`src/rtl/blrg_pkg.sv`:
```
// ----------------------------------------------------------------------------
// blrg_pkg
// Shared constants, opcodes and control/status types of the ramp generator.
// ----------------------------------------------------------------------------
package blrg_pkg;

    // Samples emitted per tick
    localparam int BLOCK_LEN = 32;

    function automatic int floor_log2(input int n);
        int v;
        int s;
        v = n;
        s = 0;
        while (v > 1) begin
            v = v >> 1;
            s = s + 1;
        end
        return s;
    endfunction

    localparam int BLOCK_SHIFT = floor_log2(BLOCK_LEN);

    // Magnitude of the level difference is 33 bits: one quotient bit per step
    localparam int DIV_STEPS = 33;
    localparam int CNT_MAX   = (DIV_STEPS > BLOCK_LEN) ? DIV_STEPS : BLOCK_LEN;
    localparam int CNT_W     = $clog2(CNT_MAX);

    localparam logic [23:0] TPM_RESET = 24'd90317;

    typedef enum logic [1:0] {
        OP_TICK    = 2'd0,
        OP_SET     = 2'd1,
        OP_SET_NEW = 2'd2,
        OP_STOP    = 2'd3
    } opcode_t;

    typedef struct packed {
        logic apply;      // non-tick request taken
        logic mul;        // time * rate product
        logic div_init;   // load divider, latch tick count
        logic div_step;   // one quotient bit
        logic quot_load;  // latch block and sample step
        logic prep;       // start block, advance level
        logic emit_adv;   // sample taken downstream
    } dp_cmd_t;

    typedef struct packed {
        logic retarget_pending;
    } dp_status_t;

endpackage

```
`src/rtl/blrg_dp.sv`:
```
// ----------------------------------------------------------------------------
// blrg_dp
// Datapath: ramp state, tick-count multiply, bit-serial step divider and
// sample accumulator.
// ----------------------------------------------------------------------------
module blrg_dp (
    input  logic                clk,
    input  logic                rst_n,
    input  blrg_pkg::dp_cmd_t   cmd,
    output blrg_pkg::dp_status_t status,
    input  logic                cfg_we,
    input  logic [23:0]         cfg_data,
    input  logic [1:0]          opcode,
    input  logic signed [31:0]  target_value,
    input  logic [15:0]         ramp_time_ms,
    output logic signed [31:0]  sample,
    output logic signed [31:0]  current_value
);
    import blrg_pkg::*;

    logic [23:0]        tpm_reg, tpm_next;
    logic signed [31:0] target_reg, target_next;
    logic signed [31:0] current_reg, current_next;
    logic [15:0]        pending_reg, pending_next;
    logic [23:0]        ticks_reg, ticks_next;
    logic               retarget_reg, retarget_next;
    logic signed [31:0] block_step_reg, block_step_next;
    logic signed [31:0] sample_step_reg, sample_step_next;

    logic [39:0]        prod_reg, prod_next;
    logic [23:0]        divisor_reg, divisor_next;
    logic [23:0]        rem_reg, rem_next;
    logic [32:0]        quo_reg, quo_next;
    logic               neg_reg, neg_next;
    logic signed [39:0] acc_reg, acc_next;
    logic               ramp_reg, ramp_next;

    logic               set_hit;
    logic [23:0]        ticks_calc;
    logic [23:0]        ticks_eff;
    logic signed [32:0] diff;
    logic [32:0]        diff_mag;
    logic [24:0]        rem_shift;
    logic               rem_ge;
    logic [24:0]        rem_sub;
    logic [32:0]        quo_neg;
    logic signed [31:0] step_calc;
    logic signed [39:0] level_sum;

    function automatic logic signed [31:0] sat32(input logic signed [39:0] v);
        logic signed [31:0] r;
        if (v > 40'sd2147483647) begin
            r = 32'sh7FFF_FFFF;
        end else if (v < -40'sd2147483648) begin
            r = 32'sh8000_0000;
        end else begin
            r = v[31:0];
        end
        return r;
    endfunction

    assign set_hit = (opcode == OP_SET) ||
                     ((opcode == OP_SET_NEW) && (target_reg != target_value));

    // product >> 16 of a 16x24 product always fits 24 bits
    assign ticks_calc = prod_reg[39:16];
    assign ticks_eff  = (ticks_calc == 24'd0) ? 24'd1 : ticks_calc;

    assign diff     = {target_reg[31], target_reg} - {current_reg[31], current_reg};
    assign diff_mag = diff[32] ? 33'(-diff) : 33'(diff);

    assign rem_shift = {rem_reg, quo_reg[32]};
    assign rem_ge    = rem_shift >= {1'b0, divisor_reg};
    assign rem_sub   = rem_shift - {1'b0, divisor_reg};
    assign quo_neg   = -quo_reg;

    // Truncating quotient, saturated to 32-bit signed
    always_comb
    begin
        if (!neg_reg && (quo_reg > 33'h0_7FFF_FFFF)) begin
            step_calc = 32'sh7FFF_FFFF;
        end else if (neg_reg && (quo_reg > 33'h0_8000_0000)) begin
            step_calc = 32'sh8000_0000;
        end else if (neg_reg) begin
            step_calc = quo_neg[31:0];
        end else begin
            step_calc = quo_reg[31:0];
        end
    end

    assign level_sum = 40'(current_reg) + 40'(block_step_reg);

    always_comb
    begin
        tpm_next         = tpm_reg;
        target_next      = target_reg;
        current_next     = current_reg;
        pending_next     = pending_reg;
        ticks_next       = ticks_reg;
        retarget_next    = retarget_reg;
        block_step_next  = block_step_reg;
        sample_step_next = sample_step_reg;
        prod_next        = prod_reg;
        divisor_next     = divisor_reg;
        rem_next         = rem_reg;
        quo_next         = quo_reg;
        neg_next         = neg_reg;
        acc_next         = acc_reg;
        ramp_next        = ramp_reg;

        if (cfg_we) begin
            tpm_next = cfg_data;
        end

        if (cmd.apply) begin
            if (set_hit) begin
                target_next = target_value;
                if (ramp_time_ms == 16'd0) begin
                    current_next  = target_value;
                    ticks_next    = 24'd0;
                    retarget_next = 1'b0;
                end else begin
                    retarget_next = 1'b1;
                    pending_next  = ramp_time_ms;
                end
            end else if (opcode == OP_STOP) begin
                target_next   = current_reg;
                ticks_next    = 24'd0;
                retarget_next = 1'b0;
            end
        end

        if (cmd.mul) begin
            prod_next = 40'(pending_reg) * 40'(tpm_reg);
        end

        if (cmd.div_init) begin
            ticks_next    = ticks_eff;
            divisor_next  = ticks_eff;
            retarget_next = 1'b0;
            rem_next      = 24'd0;
            quo_next      = diff_mag;
            neg_next      = diff[32];
        end

        if (cmd.div_step) begin
            rem_next = rem_ge ? rem_sub[23:0] : rem_shift[23:0];
            quo_next = {quo_reg[31:0], rem_ge};
        end

        if (cmd.quot_load) begin
            block_step_next  = step_calc;
            sample_step_next = step_calc >>> BLOCK_SHIFT;
        end

        if (cmd.prep) begin
            if (ticks_reg != 24'd0) begin
                acc_next     = 40'(current_reg);
                current_next = sat32(level_sum);
                ticks_next   = ticks_reg - 24'd1;
                ramp_next    = 1'b1;
            end else begin
                acc_next     = 40'(target_reg);
                current_next = target_reg;
                ramp_next    = 1'b0;
            end
        end

        // hold the target flat when no ramp is running
        if (cmd.emit_adv && ramp_reg) begin
            acc_next = acc_reg + 40'(sample_step_reg);
        end
    end

    always_ff @(posedge clk or negedge rst_n)
    begin
        if (!rst_n) begin
            tpm_reg         <= TPM_RESET;
            target_reg      <= '0;
            current_reg     <= '0;
            pending_reg     <= '0;
            ticks_reg       <= '0;
            retarget_reg    <= 1'b0;
            block_step_reg  <= '0;
            sample_step_reg <= '0;
        end else begin
            tpm_reg         <= tpm_next;
            target_reg      <= target_next;
            current_reg     <= current_next;
            pending_reg     <= pending_next;
            ticks_reg       <= ticks_next;
            retarget_reg    <= retarget_next;
            block_step_reg  <= block_step_next;
            sample_step_reg <= sample_step_next;
        end
    end

    always_ff @(posedge clk)
    begin
        prod_reg    <= prod_next;
        divisor_reg <= divisor_next;
        rem_reg     <= rem_next;
        quo_reg     <= quo_next;
        neg_reg     <= neg_next;
        acc_reg     <= acc_next;
        ramp_reg    <= ramp_next;
    end

    assign status.retarget_pending = retarget_reg;
    assign sample                  = sat32(acc_reg);
    assign current_value           = current_reg;

endmodule

```
`src/rtl/blrg_ctrl.sv`:
```
// ----------------------------------------------------------------------------
// blrg_ctrl
// Controller: request decode, retarget sequencing and block emission count.
// ----------------------------------------------------------------------------
module blrg_ctrl (
    input  logic                 clk,
    input  logic                 rst_n,
    input  logic                 in_valid,
    output logic                 in_stall,
    input  logic [1:0]           opcode,
    output logic                 out_valid,
    input  logic                 out_stall,
    output logic                 last_in_block,
    output blrg_pkg::dp_cmd_t    cmd,
    input  blrg_pkg::dp_status_t status
);
    import blrg_pkg::*;

    typedef enum logic [2:0] {
        S_IDLE,
        S_INIT,
        S_DIV,
        S_QUOT,
        S_PREP,
        S_EMIT
    } state_t;

    state_t           state_reg, state_next;
    logic [CNT_W-1:0] cnt_reg, cnt_next;
    logic             tick_take;
    logic             cnt_last_div;
    logic             cnt_last_emit;

    assign tick_take     = (state_reg == S_IDLE) && in_valid && (opcode == OP_TICK);
    assign cnt_last_div  = cnt_reg == CNT_W'(DIV_STEPS - 1);
    assign cnt_last_emit = cnt_reg == CNT_W'(BLOCK_LEN - 1);

    always_comb
    begin
        state_next = state_reg;
        cnt_next   = cnt_reg;
        cmd        = '0;

        case (state_reg)
            S_IDLE:
            begin
                cmd.apply = in_valid && (opcode != OP_TICK);
                if (tick_take) begin
                    cnt_next = '0;
                    if (status.retarget_pending) begin
                        cmd.mul    = 1'b1;
                        state_next = S_INIT;
                    end else begin
                        state_next = S_PREP;
                    end
                end
            end
            S_INIT:
            begin
                cmd.div_init = 1'b1;
                state_next   = S_DIV;
            end
            S_DIV:
            begin
                cmd.div_step = 1'b1;
                cnt_next     = cnt_reg + 1'b1;
                if (cnt_last_div) begin
                    state_next = S_QUOT;
                end
            end
            S_QUOT:
            begin
                cmd.quot_load = 1'b1;
                state_next    = S_PREP;
            end
            S_PREP:
            begin
                cmd.prep   = 1'b1;
                cnt_next   = '0;
                state_next = S_EMIT;
            end
            S_EMIT:
            begin
                if (!out_stall) begin
                    cmd.emit_adv = 1'b1;
                    cnt_next     = cnt_reg + 1'b1;
                    if (cnt_last_emit) begin
                        state_next = S_IDLE;
                    end
                end
            end
            default:
            begin
                state_next = S_IDLE;
            end
        endcase
    end

    always_ff @(posedge clk or negedge rst_n)
    begin
        if (!rst_n) begin
            state_reg <= S_IDLE;
            cnt_reg   <= '0;
        end else begin
            state_reg <= state_next;
            cnt_reg   <= cnt_next;
        end
    end

    assign in_stall      = state_reg != S_IDLE;
    assign out_valid     = state_reg == S_EMIT;
    assign last_in_block = (state_reg == S_EMIT) && cnt_last_emit;

endmodule

```
`src/rtl/block_linear_ramp_generator.sv`:
```
// ----------------------------------------------------------------------------
// block_linear_ramp_generator
// Block-rate linear ramp generator for audio parameters, signed Q16.16.
// ----------------------------------------------------------------------------
// Usage:
//   Request channel (in_valid/in_stall) carries opcode, target_value and
//   ramp_time_ms. Set, set-if-new and stop are applied on acceptance and
//   produce no output. A tick emits BLOCK_LEN samples on the result channel
//   (out_valid/out_stall), one per cycle while out_stall is low, last_in_block
//   marking the final one; current_value is the level after the tick on every
//   sample of the block. Plain tick: a prep state, then the samples; the next
//   request is taken the cycle after the last sample leaves. The first tick
//   after a timed set first runs a divider load, the bit-serial step divider
//   (one quotient bit per cycle) and a latch of the block and sample step;
//   the time x rate multiply shares the tick's acceptance cycle.
//   in_stall is high from a tick's acceptance until its block is delivered.
//   A stalled receiver freezes the sample stream, nothing is dropped.
//   ticks_per_ms (cfg_valid/cfg_ready, always ready) must be written while
//   idle; the block does not enforce it. Reset zeroes the ramp state, loads
//   the default rate; requests are taken in the first cycle after reset.
// ----------------------------------------------------------------------------
module block_linear_ramp_generator (
    input  logic               clk,
    input  logic               rst_n,
    input  logic               in_valid,
    output logic               in_stall,
    input  logic [1:0]         opcode,
    input  logic signed [31:0] target_value,
    input  logic [15:0]        ramp_time_ms,
    output logic               out_valid,
    input  logic               out_stall,
    output logic signed [31:0] sample,
    output logic               last_in_block,
    output logic signed [31:0] current_value,
    input  logic               cfg_valid,
    output logic               cfg_ready,
    input  logic [23:0]        ticks_per_ms
);
    import blrg_pkg::*;

    dp_cmd_t    cmd;
    dp_status_t status;

    assign cfg_ready = 1'b1;

    blrg_ctrl u_ctrl (
        .clk           (clk),
        .rst_n         (rst_n),
        .in_valid      (in_valid),
        .in_stall      (in_stall),
        .opcode        (opcode),
        .out_valid     (out_valid),
        .out_stall     (out_stall),
        .last_in_block (last_in_block),
        .cmd           (cmd),
        .status        (status)
    );

    blrg_dp u_dp (
        .clk           (clk),
        .rst_n         (rst_n),
        .cmd           (cmd),
        .status        (status),
        .cfg_we        (cfg_valid && cfg_ready),
        .cfg_data      (ticks_per_ms),
        .opcode        (opcode),
        .target_value  (target_value),
        .ramp_time_ms  (ramp_time_ms),
        .sample        (sample),
        .current_value (current_value)
    );

    // no request taken while a block is on the output
    a_no_overlap: assert property (@(posedge clk) disable iff (!rst_n)
        out_valid |-> in_stall)
        else $error("request accepted while a block is being emitted");

    a_last_valid: assert property (@(posedge clk) disable iff (!rst_n)
        last_in_block |-> out_valid)
        else $error("last_in_block without a valid sample");

    // reopen the request side right after the block ends
    a_release: assert property (@(posedge clk) disable iff (!rst_n)
        (out_valid && !out_stall && last_in_block) |=> !in_stall)
        else $error("request side not released after block");

    // level is fixed for the whole block
    a_level_hold: assert property (@(posedge clk) disable iff (!rst_n)
        (out_valid && !last_in_block) |=> $stable(current_value))
        else $error("current_value changed within a block");

endmodule

```
`config.mk`:
```
export PLATFORM = sky130hd
export DESIGN_NAME = block_linear_ramp_generator
export DESIGN_NICKNAME = d
export VERILOG_FILES = /design/src/rtl/blrg_pkg.sv /design/src/rtl/blrg_dp.sv /design/src/rtl/blrg_ctrl.sv /design/src/rtl/block_linear_ramp_generator.sv
export SDC_FILE = /design/constraint.sdc
export NUM_CORES = 2
export LEC_CHECK = 0
export ABC_CLOCK_PERIOD_IN_PS = 12500
export BUFFER_PORTS_ARGS = -buffer_cell sky130_fd_sc_hd__buf_4
export CAP_MARGIN = 20
export CORE_MARGIN = 5
export CORE_UTILIZATION = 60
export CTS_CLUSTER_DIAMETER = 150
export DETAILED_ROUTE_END_ITERATION = 7
export MAX_ROUTING_LAYER = met4
export PLACE_DENSITY = 0.87
export SETUP_SLACK_MARGIN = 0.02
export SLEW_MARGIN = 10
export SYNTH_ARGS = -nofsm -noshare
export SYNTH_HDL_FRONTEND = slang
export SYNTH_SLANG_ARGS = --single-unit
```
`constraint.sdc`:
```
create_clock -name clk -period 12.5 [get_ports clk]
set_input_delay 3.125 -clock clk [delete_from_list [all_inputs] [get_ports clk]]
set_output_delay 3.125 -clock clk [all_outputs]
set_load 0.02 [all_outputs]
```
After elaboration in Yosys (flattened, before gate mapping):

Cells that the tools add are included.
W data, S select, Z words.

* add/sub/neg operators: 8
* bitwise operators: 1
* multiplexer cells: 55
* multipliers: 1
* reduce and logical (&&, ||, !) cells: 32
* $lt $le $gt $ge: 7
* equality and inequality tests: 15

Operator list (number)
* $mux W32: 14
* $mux W24: 11
* $mux W40: 3
* $mux W33: 3
* $gt A40 B32 Y1 const B: 2
* $lt A40 B32 Y1 const B: 2
* $add A40 B27 Y40: 1
* $mul A16 B24 Y40: 1
* $add A32 B32 Y33: 1
* $gt A33 B31 Y1 const B: 1
* $gt A33 B32 Y1 const B: 1
* $neg A33 Y33: 1
* $sub A32 B32 Y33: 1
* $ne A32 B32 Y1: 1
* $neg A32 Y32: 1
* $ge A25 B24 Y1: 1
* $logic_not A24 Y1: 1
* $pmux W6 S4: 1
* $reduce_bool A24 Y1: 1
* $sub A24 B1 Y24 const B: 1
* $sub A24 B24 Y24: 1
* $pmux W3 S6: 1
* $logic_not A16 Y1: 1
* $reduce_bool A2 Y1: 8
* 25 further kinds: 59

* bits of input ports: 79
* bits in registers: 360
* logic and storage cells: 136

Longest topological paths before layout:

* depth after elaboration: 9
* gate-level depth with buffers: 26
* depth with buffers taken out: 25

By module:

From an unflattened synthesis, not the netlist that was laid out.

* cells, all modules: 3831
* area total of the unflattened synthesis: 34379.2 um2

By module, submodules not included
* blrg_dp: sequential area each 8453.1 um2, cells an instance 3754, instances 1, area each 33727.3 um2
* blrg_ctrl: sequential area each 225.2 um2, cells an instance 75, instances 1, area each 640.6 um2
* block_linear_ramp_generator: sequential area each 0.0 um2, cells an instance 2, instances 1, area each 11.3 um2

Worst setup path after synthesis:

Ideal clock, no wire load.

* path type: register -> register
* start: register u_dp.pending_reg[9]
* end: register u_dp.prod_reg[39], data pin
* arrival: 6.153 ns
* clock period less this slack: 6.413 ns
* setup slack: 6.087 ns
* buffers on the path: 2
* stages on the path, launching flop included: 24
* cell sequence: dfrtp_1 -> clkbuf_1 -> clkbuf_1 -> nand2_1 -> fa_1 -> inv_1 -> fa_1 -> inv_1 -> fa_1 -> inv_1 -> fa_1 -> fa_1 -> inv_1 -> fa_1 -> inv_1 -> ha_1 -> a21o_1 -> a221o_1 -> a211oi_1 -> o21a_1 -> nor4_1 -> o31a_1 -> a21oi_1 -> xnor2_1

* longest elaborated chain between the ends: 1

RTL lines
* start: declaration: RTL line blrg_dp.sv:24 `logic [15:0] pending_reg, pending_next;`
* start signal: assignment: RTL line blrg_dp.sv:190 `pending_reg <= pending_next;`
* $mul A16 B24 Y40: RTL line blrg_dp.sv:134 `prod_next = 40'(pending_reg) * 40'(tpm_reg);`
* end signal: assignment: RTL line blrg_dp.sv:200 `prod_reg <= prod_next;`
* end: declaration: RTL line blrg_dp.sv:30 `logic [39:0] prod_reg, prod_next;`

Every way passes these cells.
A chain may end at the register's enable or synchronous reset.

Worst setup path after layout:

* start: register u_dp.pending_reg[2]
* end: register u_dp.prod_reg[29], data pin

Same word-level chain as after synthesis.

==> impl_metrics.toml <==
[finish]
final.fill_count = 4312
layout_common_cells = "498 x nand2_1, 461 x inv_1, 309 x fa_1, 249 x nor2_1, 242 x ha_1"
seq_area_um2 = 8678
multi_input_area_um2 = 23420
final_common_cell = "nand2_1"
fin_nets = 4584
largest_reg_flops = 40
drive_gt1_share_pct = 8.630
area_delta_synth_final_pct = 8.761

[synth]
synth-main-ff-cell = "dfrtp_1"
synth_top_area_cell = "fa_1"
syn_inst = 3928
avgSynthCellArea_um2 = 8.784
synth_fa_ha_area_share_pct = 26.76
synth_edf_count = 147
synth_xor_area_share_pct = 4.827
synth_area_um2 = 34500
synth_nets = 4558
synth_top_area_share_pct = 17.93
ys_seq_area_share_pct = 25.15
synth-async-reset-ratio_pct = 53.63
yosysWarnings = 0
synthMuxAreaShare_pct = 2.702
ys_seq_elements = 317
synth-compound-area-share_pct = 15.05
synth_simple_gate_area_share_pct = 18.31
ys_types = 89
synth_area_leaders = "fa_1 18%, edfxtp_1 13%, dfrtp_1 12%, ha_1 8.8%, nand2_1 5.4%"
synth_top_family_by_area = "adder cells"

[clocking]
insertion_delay_ns = 0.59
post_cts_buffers = 0
clock_path_buffers = 3
cts-resized-gates = 0
root_buffer = "clkbuf_16"
tritoncts.num_buffers = 40
htree_levels = 2
cts_tree = "yes"
clk_pin_slew_ns = 0.06
cts-hold-fix-buffers = 0
cts_sinks = 317

[die]
start_util_pct = 60.84
die_w_um = 249.8
pin_count = 147
dieHeight_um = 249.8
rows = 87
dieArea_um2 = 62400
core_area_um2 = 56710

[routing]
totalWireLength_mm = 100.8
drcViolationCount = 0
drt_iter0_drc = 3257
wire_per_inst_um = 21.25
dr_total_vias = 29950
drt_first_pass_iters = 7
antenna_left = 0
viasPerCell = 6.315

[grt]
grt_pass1_vias = 30120
grt_usage_pct = 32.57
grt_pass1_wl_mm = 160.7
antenna_found_initial = 0
grt-ovfl-total = 0
grt_max_degree = 78

[critical_path]
crit_buf_inv = 3
path_class = "reg -> reg"
path_cells = "nand2_1 > fa_1 > fa_1 > fa_1 > fa_1 > inv_1 > fa_1 > inv_1 > fa_1 > inv_1 > ha_1 > a21o_1 > a21oi_1 > o21ai_0 > a221o_1 > a211oi_1 > o21ai_0 > a21oi_1 > o21ai_0 > nor2_1 > xnor2_1"
slowest_stage = "dfrtp_1"
cp.required_ns = 12.81
startpoint = "u_dp.pending_reg[2]$_DFFE_PN0P_"
worstPathArrival_ns = 7.84
reg2reg_from = "u_dp.pending_reg[2]$_DFFE_PN0P_"
cpPeakStageDelay_ns = 0.97
crit_path_max_fanout = 25
end_kind = "register"
crit_top_cell = "fa_1"
cp-start-kind = "register"
cp_top_family = "adder cells"

[sta]
drv_slew = 0
rsz0062_at_grt = "no"
timing.final.crit_share_pct = 60.22
worstMarginPinSlew_ns = 1.127
setup_tns_ns = 0
min_period_ns = 7.528
skew_ns = 0.04529
hold_viol = 0
finalWorstSetupSlack_ns = 4.972
setup_viol = 0
slew_headroom_pct = 24.62
holdWs_ns = 0.5120
fmax_mhz = 132.8

[place]
port_buffers = 145
gp_congestion = 0.9853
dpl.hpwl_mm = 76.45
detailedPlace.worstSlack_ns = 5.063

[status]
status = "complete, no violations"

[hold_path]
worstHoldStart = "u_dp.prod_reg[18]$_DFFE_PP_"
min_path_type = "reg -> reg"

[run]
cap_violations = 0
-- logic make-up (layout without fill, tap and decap cells) --
logic type,count (synthesis),count (layout)
AOI/OAI and AO/OA,814,814
xor gates and xnor gates,188,188
adders and majority gates,553,553
buffers and inverters,656,714
DFF,317,317
muxes,88,88
other,1,2
and+or+nand+nor,1311,1311
-- cells in the mapped netlist (all sizes together), types with 12 or more instances --
master and number:
nor4 36, mux2 41, and3 32, a221o 16, nand4 38, nand3 66
o211ai 30, dfrtp 162, o21bai 20, a21oi 233, or3 39, nor2b 29
mux2i 47, nand3b 20, xor2 90, a211o 12, inv 461, xnor2 98
o31ai 22, ha 242, a31oi 60, o21a 16, a21o 96, and2 173
a211oi 19, nor3 63, a22oi 12, nor2 251, o21ai 195, nand2 499
clkbuf 185, fa 309, edfxtp 147, nand2b 30
-- metrics by stage --
stage | utilization [%] | instances | area [um^2]
floorplan | - | 3928 | 34500
global placement | 63.64 | 4665 | 36090
detailed placement | 63.67 | 4666 | 36110
CTS | 66.10 | 4740 | 37490
global route | 66.16 | 4742 | 37520
finish | 66.17 | 4743 | 37520
-- final timing paths --
path                                                           end  cells after the start  slack (ns)
worst max-delay path                   u_dp.prod_reg[29]$_DFFE_PP_                     21        4.97
worst min-delay path                 u_dp.divisor_reg[2]$_DFFE_PP_                      0        0.51
worst max register to register         u_dp.prod_reg[29]$_DFFE_PP_                     21        4.97
worst min register to register       u_dp.divisor_reg[2]$_DFFE_PP_                      0        0.51
max in group asynchronous             u_dp.ticks_reg[13]$_DFF_PN0_                      3        7.98
min in group asynchronous       u_dp.current_value[21]$_DFFE_PN0P_                      1        2.51
-- cell type report --
| type | count | area share, % |
|---|---|---|
| flip-flops and latches | 317 | 23.13 |
| clock buffers | 51 | 2.941 |
| clock inverters | 23 | 0.7302 |
| multi-input cells | 2955 | 62.40 |
| repair buffers | 179 | 3.664 |
| well taps | 756 | 2.521 |
| diodes | 1 | 0.006669 |
| inverters | 461 | 4.611 |
-- routing by layer --
metal / global-route usage (%) / routed length, um
met4: 15.22 / 5564
met3: 5.716 / 10210
met1: 40.97 / 38110
met2: 51.71 / 46890
met5: - / 0
-- worst reg2reg max path, stage by stage, from the launching register on --
cell and delay, ns:
dfrtp_1 0.97, nand2_1 0.18, fa_1 0.55, fa_1 0.45
fa_1 0.51, fa_1 0.50, inv_1 0.06, fa_1 0.53
inv_1 0.06, fa_1 0.53, inv_1 0.04, ha_1 0.30
a21o_1 0.16, a21oi_1 0.13, o21ai_0 0.11, a221o_1 0.42
a211oi_1 0.73, o21ai_0 0.31, a21oi_1 0.30, o21ai_0 0.15
nor2_1 0.17, xnor2_1 0.10
Power is left out: the tool's default activity adds up to more than one toggle a clock period on the data nets, which glitch-free logic cannot reach.
